[config.mk]
export PLATFORM = sky130hd
export DESIGN_NAME = sop1_alu
export DESIGN_NICKNAME = d
export VERILOG_FILES = /design/src/rtl/sop1_pkg.sv /design/src/rtl/sop1_alu.sv
export SDC_FILE = /design/constraint.sdc
export NUM_CORES = 1
export LEC_CHECK = 0
export ABC_AREA = 0
export BUFFER_PORTS_ARGS = -buffer_cell sky130_fd_sc_hd__buf_2
export CORE_AREA = 2 2 191 193
export DETAILED_ROUTE_END_ITERATION = 12
export DIE_AREA = 0 0 193 195
export SETUP_SLACK_MARGIN = 0.02
export SLEW_MARGIN = 15
export SYNTH_ARGS = -nofsm -noshare
export SYNTH_HDL_FRONTEND = slang
export SYNTH_SLANG_ARGS = --single-unit
[constraint.sdc]
create_clock -name vclk -period 5.6
set_input_delay 0.56 -clock vclk [all_inputs]
set_output_delay 0.56 -clock vclk [all_outputs]
set_load 0.005 [all_outputs]
[src/rtl/sop1_pkg.sv]
// Shared types and constants for the scalar one-source execute unit.
// Used by the ALU, the register banks and the top level; depends on nothing.
`default_nettype none

package sop1_pkg;

    // Number of usable scalar registers; indexes at or above it are flagged.
    localparam int unsigned NUM_SCALAR_REGS = 128;

    // The register file is split into an even and an odd bank of this depth.
    localparam int unsigned BANK_DEPTH = 64;
    localparam int unsigned BANK_AW    = $clog2(BANK_DEPTH);

    localparam logic [31:0] PC_STEP = 32'd4;

    typedef enum logic [3:0] {
        ACT_MOV32   = 4'd0,
        ACT_MOV64   = 4'd1,
        ACT_NOT     = 4'd2,
        ACT_BREV    = 4'd3,
        ACT_BITCLR  = 4'd4,
        ACT_GETPC   = 4'd5,
        ACT_SETPC   = 4'd6,
        ACT_SWAPPC  = 4'd7,
        ACT_ANDSAVE = 4'd8,
        ACT_ORSAVE  = 4'd9,
        ACT_WQM     = 4'd10
    } action_t;

    localparam logic [1:0] ERR_NONE        = 2'd0;
    localparam logic [1:0] ERR_UNSUPPORTED = 2'd1;
    localparam logic [1:0] ERR_RANGE       = 2'd2;
    localparam logic [1:0] ERR_TARGET      = 2'd3;

    // Register file write request for one instruction (low word and pair word).
    typedef struct packed {
        logic        lo_en;
        logic        hi_en;
        logic [6:0]  lo_addr;
        logic [6:0]  hi_addr;
        logic [31:0] lo_data;
        logic [31:0] hi_data;
    } wr_ctrl_t;

    // One result transfer.
    typedef struct packed {
        logic [31:0] written_low;
        logic [31:0] written_high;
        logic        condition_out;
        logic        jump_taken;
        logic [31:0] jump_target;
        logic [1:0]  error_code;
    } result_t;

    // Update of the execute mask.
    typedef struct packed {
        logic        we;
        logic [63:0] value;
    } mask_upd_t;

endpackage

`default_nettype wire

[src/rtl/sop1_alu.sv]
// Combinational execute logic for one scalar one-source instruction.
// Produces the result, the register write request and the mask update. Uses sop1_pkg.
`default_nettype none

module sop1_alu (
    input  logic [3:0]          action,
    input  logic [6:0]          dest_index,
    input  logic [6:0]          source_index,
    input  logic                source_is_literal,
    input  logic [31:0]         literal_word,
    input  logic [31:0]         current_pc,
    input  logic [31:0]         src_lo,
    input  logic [31:0]         src_hi,
    input  logic [31:0]         dst_old,
    input  logic [63:0]         exec_mask,
    input  logic                cond,
    output sop1_pkg::wr_ctrl_t  wr,
    output sop1_pkg::result_t   res,
    output sop1_pkg::mask_upd_t mask_upd
);
    import sop1_pkg::*;

    function automatic logic reg_ok(input logic [7:0] idx);
        return idx < 8'(NUM_SCALAR_REGS);
    endfunction

    logic        src64;
    logic        dst64;
    logic        need_src;
    logic        need_dst;
    logic        unsupported;
    logic        is_jump;
    logic        src_bad;
    logic        dst_bad;
    logic [7:0]  src_p1;
    logic [7:0]  dst_p1;
    logic [63:0] s;
    logic [31:0] brev;
    logic [63:0] new_mask;
    logic [1:0]  err;
    logic [31:0] wl;
    logic [31:0] wh;
    logic        jump;
    logic [31:0] tgt;
    logic        cond_n;
    logic        mask_we;

    always_comb
    begin
        src64       = 1'b0;
        dst64       = 1'b0;
        need_src    = 1'b1;
        need_dst    = 1'b1;
        unsupported = 1'b0;
        case (action)
            ACT_MOV32, ACT_NOT, ACT_BREV, ACT_BITCLR:
            begin
                src64 = 1'b0;
            end
            ACT_MOV64, ACT_ANDSAVE, ACT_ORSAVE, ACT_SWAPPC:
            begin
                src64 = 1'b1;
                dst64 = 1'b1;
            end
            ACT_GETPC:
            begin
                need_src = 1'b0;
                dst64    = 1'b1;
            end
            ACT_SETPC:
            begin
                src64    = 1'b1;
                need_dst = 1'b0;
            end
            default:
            begin
                unsupported = 1'b1;
            end
        endcase
    end

    always_comb
    begin
        src_p1 = {1'b0, source_index} + 8'd1;
        dst_p1 = {1'b0, dest_index} + 8'd1;

        // A literal feeding a 64-bit source is sign-extended.
        if (source_is_literal)
        begin
            s = src64 ? {{32{literal_word[31]}}, literal_word} : {32'd0, literal_word};
        end
        else
        begin
            s = {(src64 ? src_hi : 32'd0), src_lo};
        end

        src_bad = need_src && !source_is_literal &&
                  (!reg_ok({1'b0, source_index}) || (src64 && !reg_ok(src_p1)));
        dst_bad = need_dst &&
                  (!reg_ok({1'b0, dest_index}) || (dst64 && !reg_ok(dst_p1)));
        is_jump = (action == ACT_SETPC) || (action == ACT_SWAPPC);

        if (unsupported)
        begin
            err = ERR_UNSUPPORTED;
        end
        else if (src_bad || dst_bad)
        begin
            err = ERR_RANGE;
        end
        else if (is_jump && (s[63:32] != 32'd0))
        begin
            err = ERR_TARGET;
        end
        else
        begin
            err = ERR_NONE;
        end

        for (int i = 0; i < 32; i++)
        begin
            brev[i] = s[31 - i];
        end

        new_mask = (action == ACT_ANDSAVE) ? (s & exec_mask) : (s | exec_mask);

        wl      = 32'd0;
        wh      = 32'd0;
        jump    = 1'b0;
        tgt     = 32'd0;
        cond_n  = cond;
        mask_we = 1'b0;
        case (action)
            ACT_MOV32:
            begin
                wl = s[31:0];
            end
            ACT_MOV64:
            begin
                wl = s[31:0];
                wh = s[63:32];
            end
            ACT_NOT:
            begin
                wl     = ~s[31:0];
                cond_n = (~s[31:0] != 32'd0);
            end
            ACT_BREV:
            begin
                wl = brev;
            end
            ACT_BITCLR:
            begin
                wl = dst_old & ~(32'd1 << s[4:0]);
            end
            ACT_GETPC:
            begin
                wl = current_pc + PC_STEP;
            end
            ACT_SETPC:
            begin
                jump = 1'b1;
                tgt  = s[31:0];
            end
            ACT_SWAPPC:
            begin
                wl   = current_pc + PC_STEP;
                jump = 1'b1;
                tgt  = s[31:0];
            end
            ACT_ANDSAVE, ACT_ORSAVE:
            begin
                wl      = exec_mask[31:0];
                wh      = exec_mask[63:32];
                mask_we = 1'b1;
                cond_n  = (new_mask != 64'd0);
            end
            default:
            begin
                wl = 32'd0;
            end
        endcase

        // Any error leaves all state untouched and clears the payload.
        if (err != ERR_NONE)
        begin
            wl      = 32'd0;
            wh      = 32'd0;
            jump    = 1'b0;
            tgt     = 32'd0;
            cond_n  = cond;
            mask_we = 1'b0;
        end
    end

    assign wr.lo_en   = (err == ERR_NONE) && need_dst;
    assign wr.hi_en   = (err == ERR_NONE) && need_dst && dst64;
    assign wr.lo_addr = dest_index;
    assign wr.hi_addr = dst_p1[6:0];
    assign wr.lo_data = wl;
    assign wr.hi_data = wh;

    assign res.written_low   = wl;
    assign res.written_high  = wh;
    assign res.condition_out = cond_n;
    assign res.jump_taken    = jump;
    assign res.jump_target   = tgt;
    assign res.error_code    = err;

    assign mask_upd.we    = mask_we;
    assign mask_upd.value = new_mask;

endmodule

`default_nettype wire
==> results of run 1 <==
## final cells by class
type | count | area, um^2
repair buffers | 519 | 2680
well taps | 461 | 577
fillers | 4087 | 27400
diodes | 4 | 10.0
inverters | 16 | 60.1
multi-input cells | 749 | 4700
## kinds of logic (layout without fill, tap and decap cells)
family / Yosys count / count (layout)
AO/OA/AOI/OAI: 268 / 268
XOR/XNOR: 31 / 31
other: 0 / 4
buffers and inverters: 157 / 535
multiplexers: 53 / 53
adder cells (fa/ha/maj): 41 / 41
AND/OR/NAND/NOR: 356 / 356
## worst max path at each step
stage / from / end / slack (ns) / depth (start not counted)
final: source_is_literal / res[35] / 1.03 / 10
after floorplan: action[2] / res[35] / 2.35 / 10
after global placement: source_is_literal / res[35] / 0.93 / 8
after global routing: source_is_literal / res[35] / 0.86 / 11
after CTS: source_is_literal / res[35] / 0.95 / 10
after detailed placement: source_is_literal / res[35] / 0.97 / 10
## Yosys cell counts (11+ instances only)
| cell | instances |
|---|---|
| sky130_fd_sc_hd__inv_1 | 14 |
| sky130_fd_sc_hd__buf_4 | 77 |
| sky130_fd_sc_hd__nor4_1 | 23 |
| sky130_fd_sc_hd__a31oi_1 | 29 |
| sky130_fd_sc_hd__o2bb2ai_1 | 24 |
| sky130_fd_sc_hd__o21ai_0 | 38 |
| sky130_fd_sc_hd__maj3_1 | 36 |
| sky130_fd_sc_hd__nor3_1 | 17 |
| sky130_fd_sc_hd__a21oi_1 | 92 |
| sky130_fd_sc_hd__a221oi_1 | 22 |
| sky130_fd_sc_hd__nand3_1 | 41 |
| sky130_fd_sc_hd__mux2_2 | 22 |
| sky130_fd_sc_hd__mux2i_1 | 31 |
| sky130_fd_sc_hd__nor2_1 | 123 |
| sky130_fd_sc_hd__xor2_1 | 11 |
| sky130_fd_sc_hd__clkbuf_1 | 51 |
| sky130_fd_sc_hd__nand4_1 | 18 |
| sky130_fd_sc_hd__xnor2_1 | 20 |
| sky130_fd_sc_hd__nand2_1 | 90 |
## routing by layer
layer,vias to the layer above,track usage [%],share of wire (%)
li1,4084,-,-
met1,4337,30.3,44
met2,516,37.4,46
met3,52,3.88,7.9
met4,8,2.55,1.5
met5,-,0,0.12
## stage by stage
step,worst slack (ns),instances
6_report,1.03,1749
5_1_grt,0.855,1745
3_3_place_gp,0.930,1745
2_1_floorplan,2.35,906
4_1_cts,0.951,1745
3_5_place_dp,0.965,1745
==> results.json, run 1 <==
{
  "status": "complete, no violations",
  "mostFrequentLayoutCell": "sky130_fd_sc_hd__buf_2",
  "netlist_instances": 906,
  "die_height_um": 195,
  "wire_length_of_the_first_global_routing_pass_mm": 61.2,
  "synth_sequential_area_ratio_pct": 0,
  "synth_top_area_share_pct": 10.4,
  "detail_route.drc_violations": 0,
  "post_synth_fa_ha_maj_area_fraction_pct": 7.54,
  "grt_start_max_net_pins": 47,
  "finalMaxSlewViolations": 0,
  "timing.max_cap.violations": 0,
  "route.vias.total": 8997,
  "crit_type": "in2out",
  "core_area_mm2": 0.0354,
  "whs_ns": 1.34,
  "critical_path_cell_by_cell": "buf_4 > buf_4 > buf_4 > mux2i_1 > a21oi_1 > nor4_1 > buf_4 > nand4_1 > o41a_1 > buf_2",
  "rsz0062_at_grt": "false",
  "placementRows": 69,
  "synth.area.top_cells": "sky130_fd_sc_hd__buf_4, sky130_fd_sc_hd__nor2_1, sky130_fd_sc_hd__a21oi_1",
  "xor_and_xnor_fraction_of_the_mapped_netlist_area_pct": 4.88,
  "synthesis.yosys.warnings": 0,
  "grt.total_usage_pct": 22.2,
  "final_cell_mix": "sky130_fd_sc_hd__buf_2, sky130_fd_sc_hd__nor2_1, sky130_fd_sc_hd__a21oi_1, sky130_fd_sc_hd__nand2_1, sky130_fd_sc_hd__nand3_1",
  "postRouteWirelength_mm": 45.0,
  "post_route_cells_drive_above_1_share_pct": 43.2,
  "longest_individual_stage_delay_on_the_worst_path_ns": 0.62,
  "post_synth_mux_area_share_pct": 10.0,
  "critPathCaptureType": "primary output",
  "worst-slew-pin-transition_ns": 1.16,
  "dr.first_iter.drc_count": 792,
  "design.portCount": 489,
  "post_cts.resized_instances": 0,
  "final_net_count": 1532,
  "fp.dieArea_mm2": 0.0376,
  "synth.largest_area_cell": "sky130_fd_sc_hd__buf_4",
  "synthesis.area_per_instance_um2": 6.14,
  "critical_path.most_common_cell": "sky130_fd_sc_hd__buf_4",
  "drt.antenna.violating_nets": 0,
  "first_pass_iteration_count_of_the_detailed_router": 6,
  "hold-path-cell-count": 2,
  "cp.buffers_inverters": 5,
  "cp.arrival_ns": 4.01,
  "start_point_of_the_worst_min_delay_path": "dest_index[1]",
  "fin_crit_ns": 4.57,
  "postCtsHoldBufs": 0,
  "layout_worst_path_cycle_share_pct": 81.6,
  "grt_pass1_vias": 8453,
  "crit_required_ns": 5.04,
  "die-width_um": 193,
  "critical_path_peak_fanout": 46,
  "clock_buffer_count": 0,
  "dpl_cell_area_mm2": 0.00801,
  "finalWeightedCongestion": 0.876,
  "io_buffer_count": 489,
  "place.detailed.hpwl_mm": 37.6,
  "post-route-util_pct": 22.7,
  "totalNegativeSetupSlack_ns": 0,
  "netlist-cell-type-count": 59,
  "cpMaxStageDelayCell": "sky130_fd_sc_hd__nor4_1",
  "startpoint_type": "input pin",
  "slew_headroom_pct": 22.8,
  "hold_path_class": "in2out",
  "synth_simple_gate_area_share_pct": 29.9,
  "flops_and_latches": 0,
  "critical-path-top-delay-family": "buffers and inverters",
  "grt_antenna_before_repair": 7,
  "routedWlPerCell_um": 25.7,
  "post_drt_via_cell_ratio": 5.14,
  "synth_top_family_by_area": "compound AO/OA/AOI/OAI gates",
  "synth-compound-area-share_pct": 31.5,
  "finalSetupViolCount": 0,
  "syn2layout_area_growth_pct": 44.3,
  "fin_area_mm2": 0.00802,
  "achievable-frequency_mhz": 219,
  "postCtsSetupBuffers": 0,
  "net_count_of_the_mapped_netlist": 1152,
  "reg_area_um2": 0,
  "finalHoldViolCount": 0,
  "post_synth_instance_area_mm2": 0.00556,
  "hold-path-endpoint": "wr[72]",
  "initial_utilization_pct": 15.7,
  "overflow": 0
}
==> inputs of run 2 (changes only) <==
==> constraint.sdc (replaced) <==
create_clock -name vclk -period 4
set_input_delay 0.4 -clock vclk [all_inputs]
set_output_delay 0.4 -clock vclk [all_outputs]
set_load 0.005 [all_outputs]
==> run 2 against run 1 <==
Compared with the run above: sequential cell count unchanged; global-route usage down 0.35 points; first-iteration DRC count up 18%; routed wire length down 0.86%; design area up 1.7%; via count down 0.52%.
==> results.json, run 2 (same netlist as run 1, synthesis figures left out) <==
{
  "worst-slew-pin-transition_ns": 0.976,
  "vdd.ir_drop.worst_mv": 0.0437,
  "dr.first_iter.drc_count": 936,
  "mostFrequentLayoutCell": "sky130_fd_sc_hd__buf_2",
  "postCtsSetupBuffers": 0,
  "finalMaxSlewViolations": 0,
  "grt.total_usage_pct": 21.9,
  "detail_route.drc_violations": 0,
  "die-width_um": 193,
  "placementRows": 69,
  "net-switching-power_uw": 614,
  "longest_individual_stage_delay_on_the_worst_path_ns": 0.61,
  "fillCellCount": 4094,
  "design.portCount": 489,
  "grt_pass1_vias": 8503,
  "cpMaxStageDelayCell": "sky130_fd_sc_hd__nor4_1",
  "flops_and_latches": 0,
  "whs_ns": 1.02,
  "crit_type": "in2out",
  "placed_cells_incl_taps": 1760,
  "cellInternalPower_uw": 396,
  "post-route-util_pct": 23.1,
  "achievable-frequency_mhz": 264,
  "cp.buffers_inverters": 4,
  "layout_worst_path_cycle_share_pct": 94.6,
  "io_buffer_count": 489,
  "dpl_cell_area_mm2": 0.00815,
  "core_area_mm2": 0.0354,
  "post_cts.resized_instances": 0,
  "cp.arrival_ns": 3.38,
  "finalNonFillerCells": 1767,
  "multiInputGateArea_mm2": 0.00470,
  "finalWeightedCongestion": 0.909,
  "finalSetupViolCount": 0,
  "routedWlPerCell_um": 25.2,
  "final_net_count": 1547,
  "combPwrFrac_pct": 100.0,
  "crit_required_ns": 3.60,
  "overflow": 0,
  "totalNegativeSetupSlack_ns": 0,
  "share_seq_of_total_power_pct": 0,
  "postRouteWirelength_mm": 44.6,
  "fin_area_mm2": 0.00816,
  "clock_buffer_count": 0,
  "reg_area_um2": 0,
  "first_pass_iteration_count_of_the_detailed_router": 7,
  "status": "complete, no violations",
  "place.detailed.hpwl_mm": 37.8,
  "hold-path-endpoint": "wr[72]",
  "p_clk_share_pct": 0,
  "start_point_of_the_worst_min_delay_path": "dest_index[1]",
  "post_route_cells_drive_above_1_share_pct": 43.7,
  "final_cell_mix": "sky130_fd_sc_hd__buf_2, sky130_fd_sc_hd__nor2_1, sky130_fd_sc_hd__a21oi_1, sky130_fd_sc_hd__nand2_1, sky130_fd_sc_hd__buf_4",
  "syn2layout_area_growth_pct": 46.8,
  "wire_length_of_the_first_global_routing_pass_mm": 60.1,
  "power.static_leakage_uw": 0.00381,
  "rsz0062_at_grt": "false",
  "postCtsHoldBufs": 0,
  "initial_utilization_pct": 15.7,
  "finalHoldViolCount": 0,
  "die_height_um": 195,
  "power-per-cell-area_mw_per_mm2": 124,
  "drt.antenna.violating_nets": 0,
  "critical-path-top-delay-family": "buffers and inverters",
  "critPathCaptureType": "primary output",
  "switching_share_pct": 60.8,
  "grt_start_max_net_pins": 42,
  "slew_headroom_pct": 33.1,
  "timing.max_cap.violations": 0,
  "critical_path.most_common_cell": "sky130_fd_sc_hd__buf_4",
  "route.vias.total": 8950,
  "fin_crit_ns": 3.78,
  "grt_antenna_before_repair": 11,
  "critical_path_peak_fanout": 40,
  "hold-path-cell-count": 2,
  "fp.dieArea_mm2": 0.0376,
  "hold_path_class": "in2out",
  "critical_path_cell_by_cell": "buf_4 > buf_12 > mux2i_1 > a21oi_1 > nor4_1 > buf_4 > nand4_1 > o41a_1 > buf_2",
  "startpoint_type": "input pin",
  "post_drt_via_cell_ratio": 5.07
}
[run 2: cell count changes in the layout (fill, tap and decap cells not counted)]
cell                        before  now
sky130_fd_sc_hd__buf_4          31   44
sky130_fd_sc_hd__a21oi_1        91   92
sky130_fd_sc_hd__buf_12          0    2
sky130_fd_sc_hd__and2_2          1    0
sky130_fd_sc_hd__a2111oi_0       4    5
sky130_fd_sc_hd__a21oi_2         1    0
sky130_fd_sc_hd__diode_2         4    7
sky130_fd_sc_hd__and2_1          5    6
sky130_fd_sc_hd__a2111oi_1       1    0
[run 2: worst max-delay path by stage]
stage	startpoint	end	depth (start not counted)
3_5_place_dp	source_is_literal	res[35]	9
5_1_grt	source_is_literal	res[35]	9
4_1_cts	source_is_literal	res[35]	9
6_report	source_is_literal	res[35]	9
2_1_floorplan	action[2]	res[35]	10
3_3_place_gp	source_is_literal	res[35]	9
[run 2: layout make-up]
| cell class | instances | share of cell area [%] |
|---|---|---|
| diodes | 7 | 0.215 |
| repair buffers | 534 | 34.5 |
| well taps | 461 | 7.07 |
| multi-input cells | 749 | 57.5 |
| inverters | 16 | 0.736 |
[run 2: power by group through the flow]
stage | logic [uW] | registers (uW) | clock network (uW)
floorplan | 489 | 0 | 0
global placement | 1000 | 0 | 0
detailed placement | 1000 | 0 | 0
CTS | 1010 | 0 | 0
global route | 1080 | 0 | 0.000168
finish | 1010 | 0 | 0.000235
[run 2: per-layer routing]
metal  up-vias  wire (um)  global-route usage [%]
li1       4119          -                       -
met3        43       3900                    4.71
met5         -         55                       0
met2       497      20600                    36.5
met1      4283      19200                    29.1
met4         8        767                    3.62
[run 2: metrics by stage]
stage / setup slack [ns] / power, uW
after floorplan: 1.07 / 489
after global placement: 0.121 / 1000
after detailed placement: 0.169 / 1000
after CTS: 0.158 / 1010
after global routing: 0.0692 / 1080
final: 0.216 / 1010
(Power assumes the default switching activity.)
==> inputs of run 3 (changes only) <==
--- a/config.mk
+++ b/config.mk
@@ -5,11 +5,11 @@
 export SDC_FILE = /design/constraint.sdc
 export NUM_CORES = 1
 export LEC_CHECK = 0
-export ABC_AREA = 0
+export ABC_AREA = 1
 export BUFFER_PORTS_ARGS = -buffer_cell sky130_fd_sc_hd__buf_2
-export CORE_AREA = 2 2 191 193
+export CORE_AREA = 2 2 190 192
 export DETAILED_ROUTE_END_ITERATION = 12
-export DIE_AREA = 0 0 193 195
+export DIE_AREA = 0 0 192 194
 export SETUP_SLACK_MARGIN = 0.02
 export SLEW_MARGIN = 15
 export SYNTH_ARGS = -nofsm -noshare
==> run 3 against run 2 <==
Compared with the run above: sequential cell count unchanged; sequential share of layout area unchanged; routed wire length increased by 2.3%; design area increased by 5.0%; synthesized cell count increased by 43%; worst setup slack improved by 0.14 ns; critical endpoint unchanged; largest cell class unchanged.
==> results.json, run 3 <==
{
  "flops_and_latches": 0,
  "critPathCapture": "res[35]",
  "placementRows": 69,
  "worstSetupStartpoint": "action[3]",
  "place_worst_setup_slack_ns": 0.333,
  "status": "complete, no violations",
  "synthesis.area_per_instance_um2": 4.72,
  "clock_buffer_count": 0,
  "detail_route.drc_violations": 0,
  "hold_path_class": "in2out",
  "netlist_instances": 1297,
  "grt_start_max_net_pins": 62,
  "grt.total_usage_pct": 22.9,
  "finalHoldViolCount": 0,
  "grt_antenna_before_repair": 6,
  "fp.dieArea_mm2": 0.0372,
  "design.portCount": 489,
  "synthesis.yosys.warnings": 0,
  "synth.largest_area_cell": "sky130_fd_sc_hd__nand2_1",
  "first_pass_iteration_count_of_the_detailed_router": 5,
  "timing.max_cap.violations": 0,
  "reg_area_um2": 0,
  "cpMaxStageDelayCell": "sky130_fd_sc_hd__nand2_4",
  "slew_headroom_pct": 36.9,
  "synthMostInstantiatedCell": "sky130_fd_sc_hd__nand2_1",
  "finalWeightedCongestion": 0.937,
  "critical_path.most_common_cell": "sky130_fd_sc_hd__nand2_1",
  "final_cell_mix": "sky130_fd_sc_hd__buf_2, sky130_fd_sc_hd__nand2_1, sky130_fd_sc_hd__nor2_1, sky130_fd_sc_hd__inv_1, sky130_fd_sc_hd__o21ai_0",
  "synth_simple_gate_area_share_pct": 54.6,
  "rsz0062_at_grt": "false",
  "die_height_um": 194,
  "critical_path_cell_count": 17,
  "postCtsSetupBuffers": 0,
  "synth-compound-area-share_pct": 21.4,
  "syn2layout_area_growth_pct": 39.9,
  "placed_cells_incl_taps": 2134,
  "synth_top_family_by_area": "simple AND/OR/NAND/NOR gates",
  "longest_individual_stage_delay_on_the_worst_path_ns": 0.46,
  "fillCellCount": 4188,
  "wire_length_of_the_first_global_routing_pass_mm": 64.1,
  "finalMaxSlewViolations": 0,
  "post_synth_most_frequent_cells": "sky130_fd_sc_hd__nand2_1, sky130_fd_sc_hd__nor2_1, sky130_fd_sc_hd__inv_1",
  "post_cts.resized_instances": 0,
  "die-width_um": 192,
  "layout_setup_ws_ns": 0.352,
  "critical_path_peak_fanout": 62,
  "post_drt_via_cell_ratio": 4.89,
  "net_count_of_the_mapped_netlist": 1543,
  "vdd.ir_drop.worst_mv": 0.0407,
  "synth_sequential_area_ratio_pct": 0,
  "finalSetupViolCount": 0,
  "crit_required_ns": 3.60,
  "route.vias.total": 10500,
  "core_area_mm2": 0.0352,
  "post_synth_fa_ha_maj_area_fraction_pct": 0.409,
  "post_route_cells_drive_above_1_share_pct": 33.7,
  "synth_top_area_share_pct": 28.1,
  "dr.first_iter.drc_count": 796,
  "netlist-cell-type-count": 49,
  "fin_crit_ns": 3.65,
  "final_net_count": 1921,
  "cp.buffers_inverters": 4,
  "finalNonFillerCells": 2137,
  "place.detailed.hpwl_mm": 37.8,
  "startpoint_type": "input pin",
  "fin_total_pwr_uw": 992,
  "synth.area.top_cells": "sky130_fd_sc_hd__nand2_1, sky130_fd_sc_hd__buf_4, sky130_fd_sc_hd__nor2_1",
  "worst-slew-pin-transition_ns": 0.936,
  "layout_worst_path_cycle_share_pct": 91.2,
  "critical_path_cell_by_cell": "buf_2 > inv_1 > nor2_4 > nand2_4 > buf_4 > or2_2 > nand2_1 > nand2_1 > nor2_1 > nand2_1 > nor2_1 > nand3_1 > nand2_1 > nand2_1 > nand2_1 > nand2_1 > buf_2",
  "cp.arrival_ns": 3.25,
  "postRouteWirelength_mm": 45.6,
  "whs_ns": 1.01,
  "post_synth_instance_area_mm2": 0.00612,
  "mostFrequentLayoutCell": "sky130_fd_sc_hd__buf_2",
  "power-per-cell-area_mw_per_mm2": 116,
  "grt_pass1_vias": 9670,
  "overflow": 0,
  "critPathCaptureType": "primary output",
  "routedWlPerCell_um": 21.3,
  "power.static_leakage_uw": 0.00486,
  "io_buffer_count": 489,
  "drt.antenna.violating_nets": 0,
  "crit_type": "in2out",
  "achievable-frequency_mhz": 274,
  "initial_utilization_pct": 17.4,
  "critical-path-top-delay-family": "simple AND/OR/NAND/NOR gates",
  "post_synth_mux_area_share_pct": 0,
  "totalNegativeSetupSlack_ns": 0,
  "postCtsHoldBufs": 0,
  "xor_and_xnor_fraction_of_the_mapped_netlist_area_pct": 0.858
}
run 3: metal layers:
metal,routed length (um),GRT usage [%],vias to the layer above
li1,-,-,4915
met1,17800,27.2,4763
met2,22700,42.6,690
met3,3850,3.78,83
met4,1230,4.89,6
met5,38,0,-
run 3: final cells by class:
class              instances  area, um^2  share of cell area, %
multi-input cells       1018        4760                   55.5
well taps                461         577                   6.73
inverters                134         503                   5.87
diodes                     3        7.51                 0.0876
repair buffers           521        2730                   31.8
run 3: kinds of logic after synthesis:
family / after synthesis
adders and majority gates: 2
buffers and inverters: 279
AOI/OAI and AO/OA: 222
xor gates and xnor gates: 6
and+or+nand+nor: 788
run 3: worst min path at each step:
stage,slack (ns),startpoint,end,cells after the start
floorplan,0.83,dest_index[0],wr[64],1
global placement,1.0,dest_index[1],wr[72],2
detailed placement,1.01,dest_index[1],wr[72],2
CTS,1.01,dest_index[1],wr[72],2
global route,1.03,dest_index[1],wr[72],2
finish,1.01,dest_index[1],wr[72],2
run 3: stage by stage:
stage | instance area [um^2] | util (%)
floorplan | 6120 | -
global placement | 8560 | 24.3
detailed placement | 8560 | 24.3
CTS | 8560 | 24.3
global route | 8570 | 24.3
finish | 8570 | 24.3
run 3: report_power, final:
group          internal, uW  switching, uW  leakage [uW]  total [uW]
Combinational           348            644       0.00486         992
Clock             0.0000360              0  0.0000000217   0.0000360
Sequential                0              0             0           0
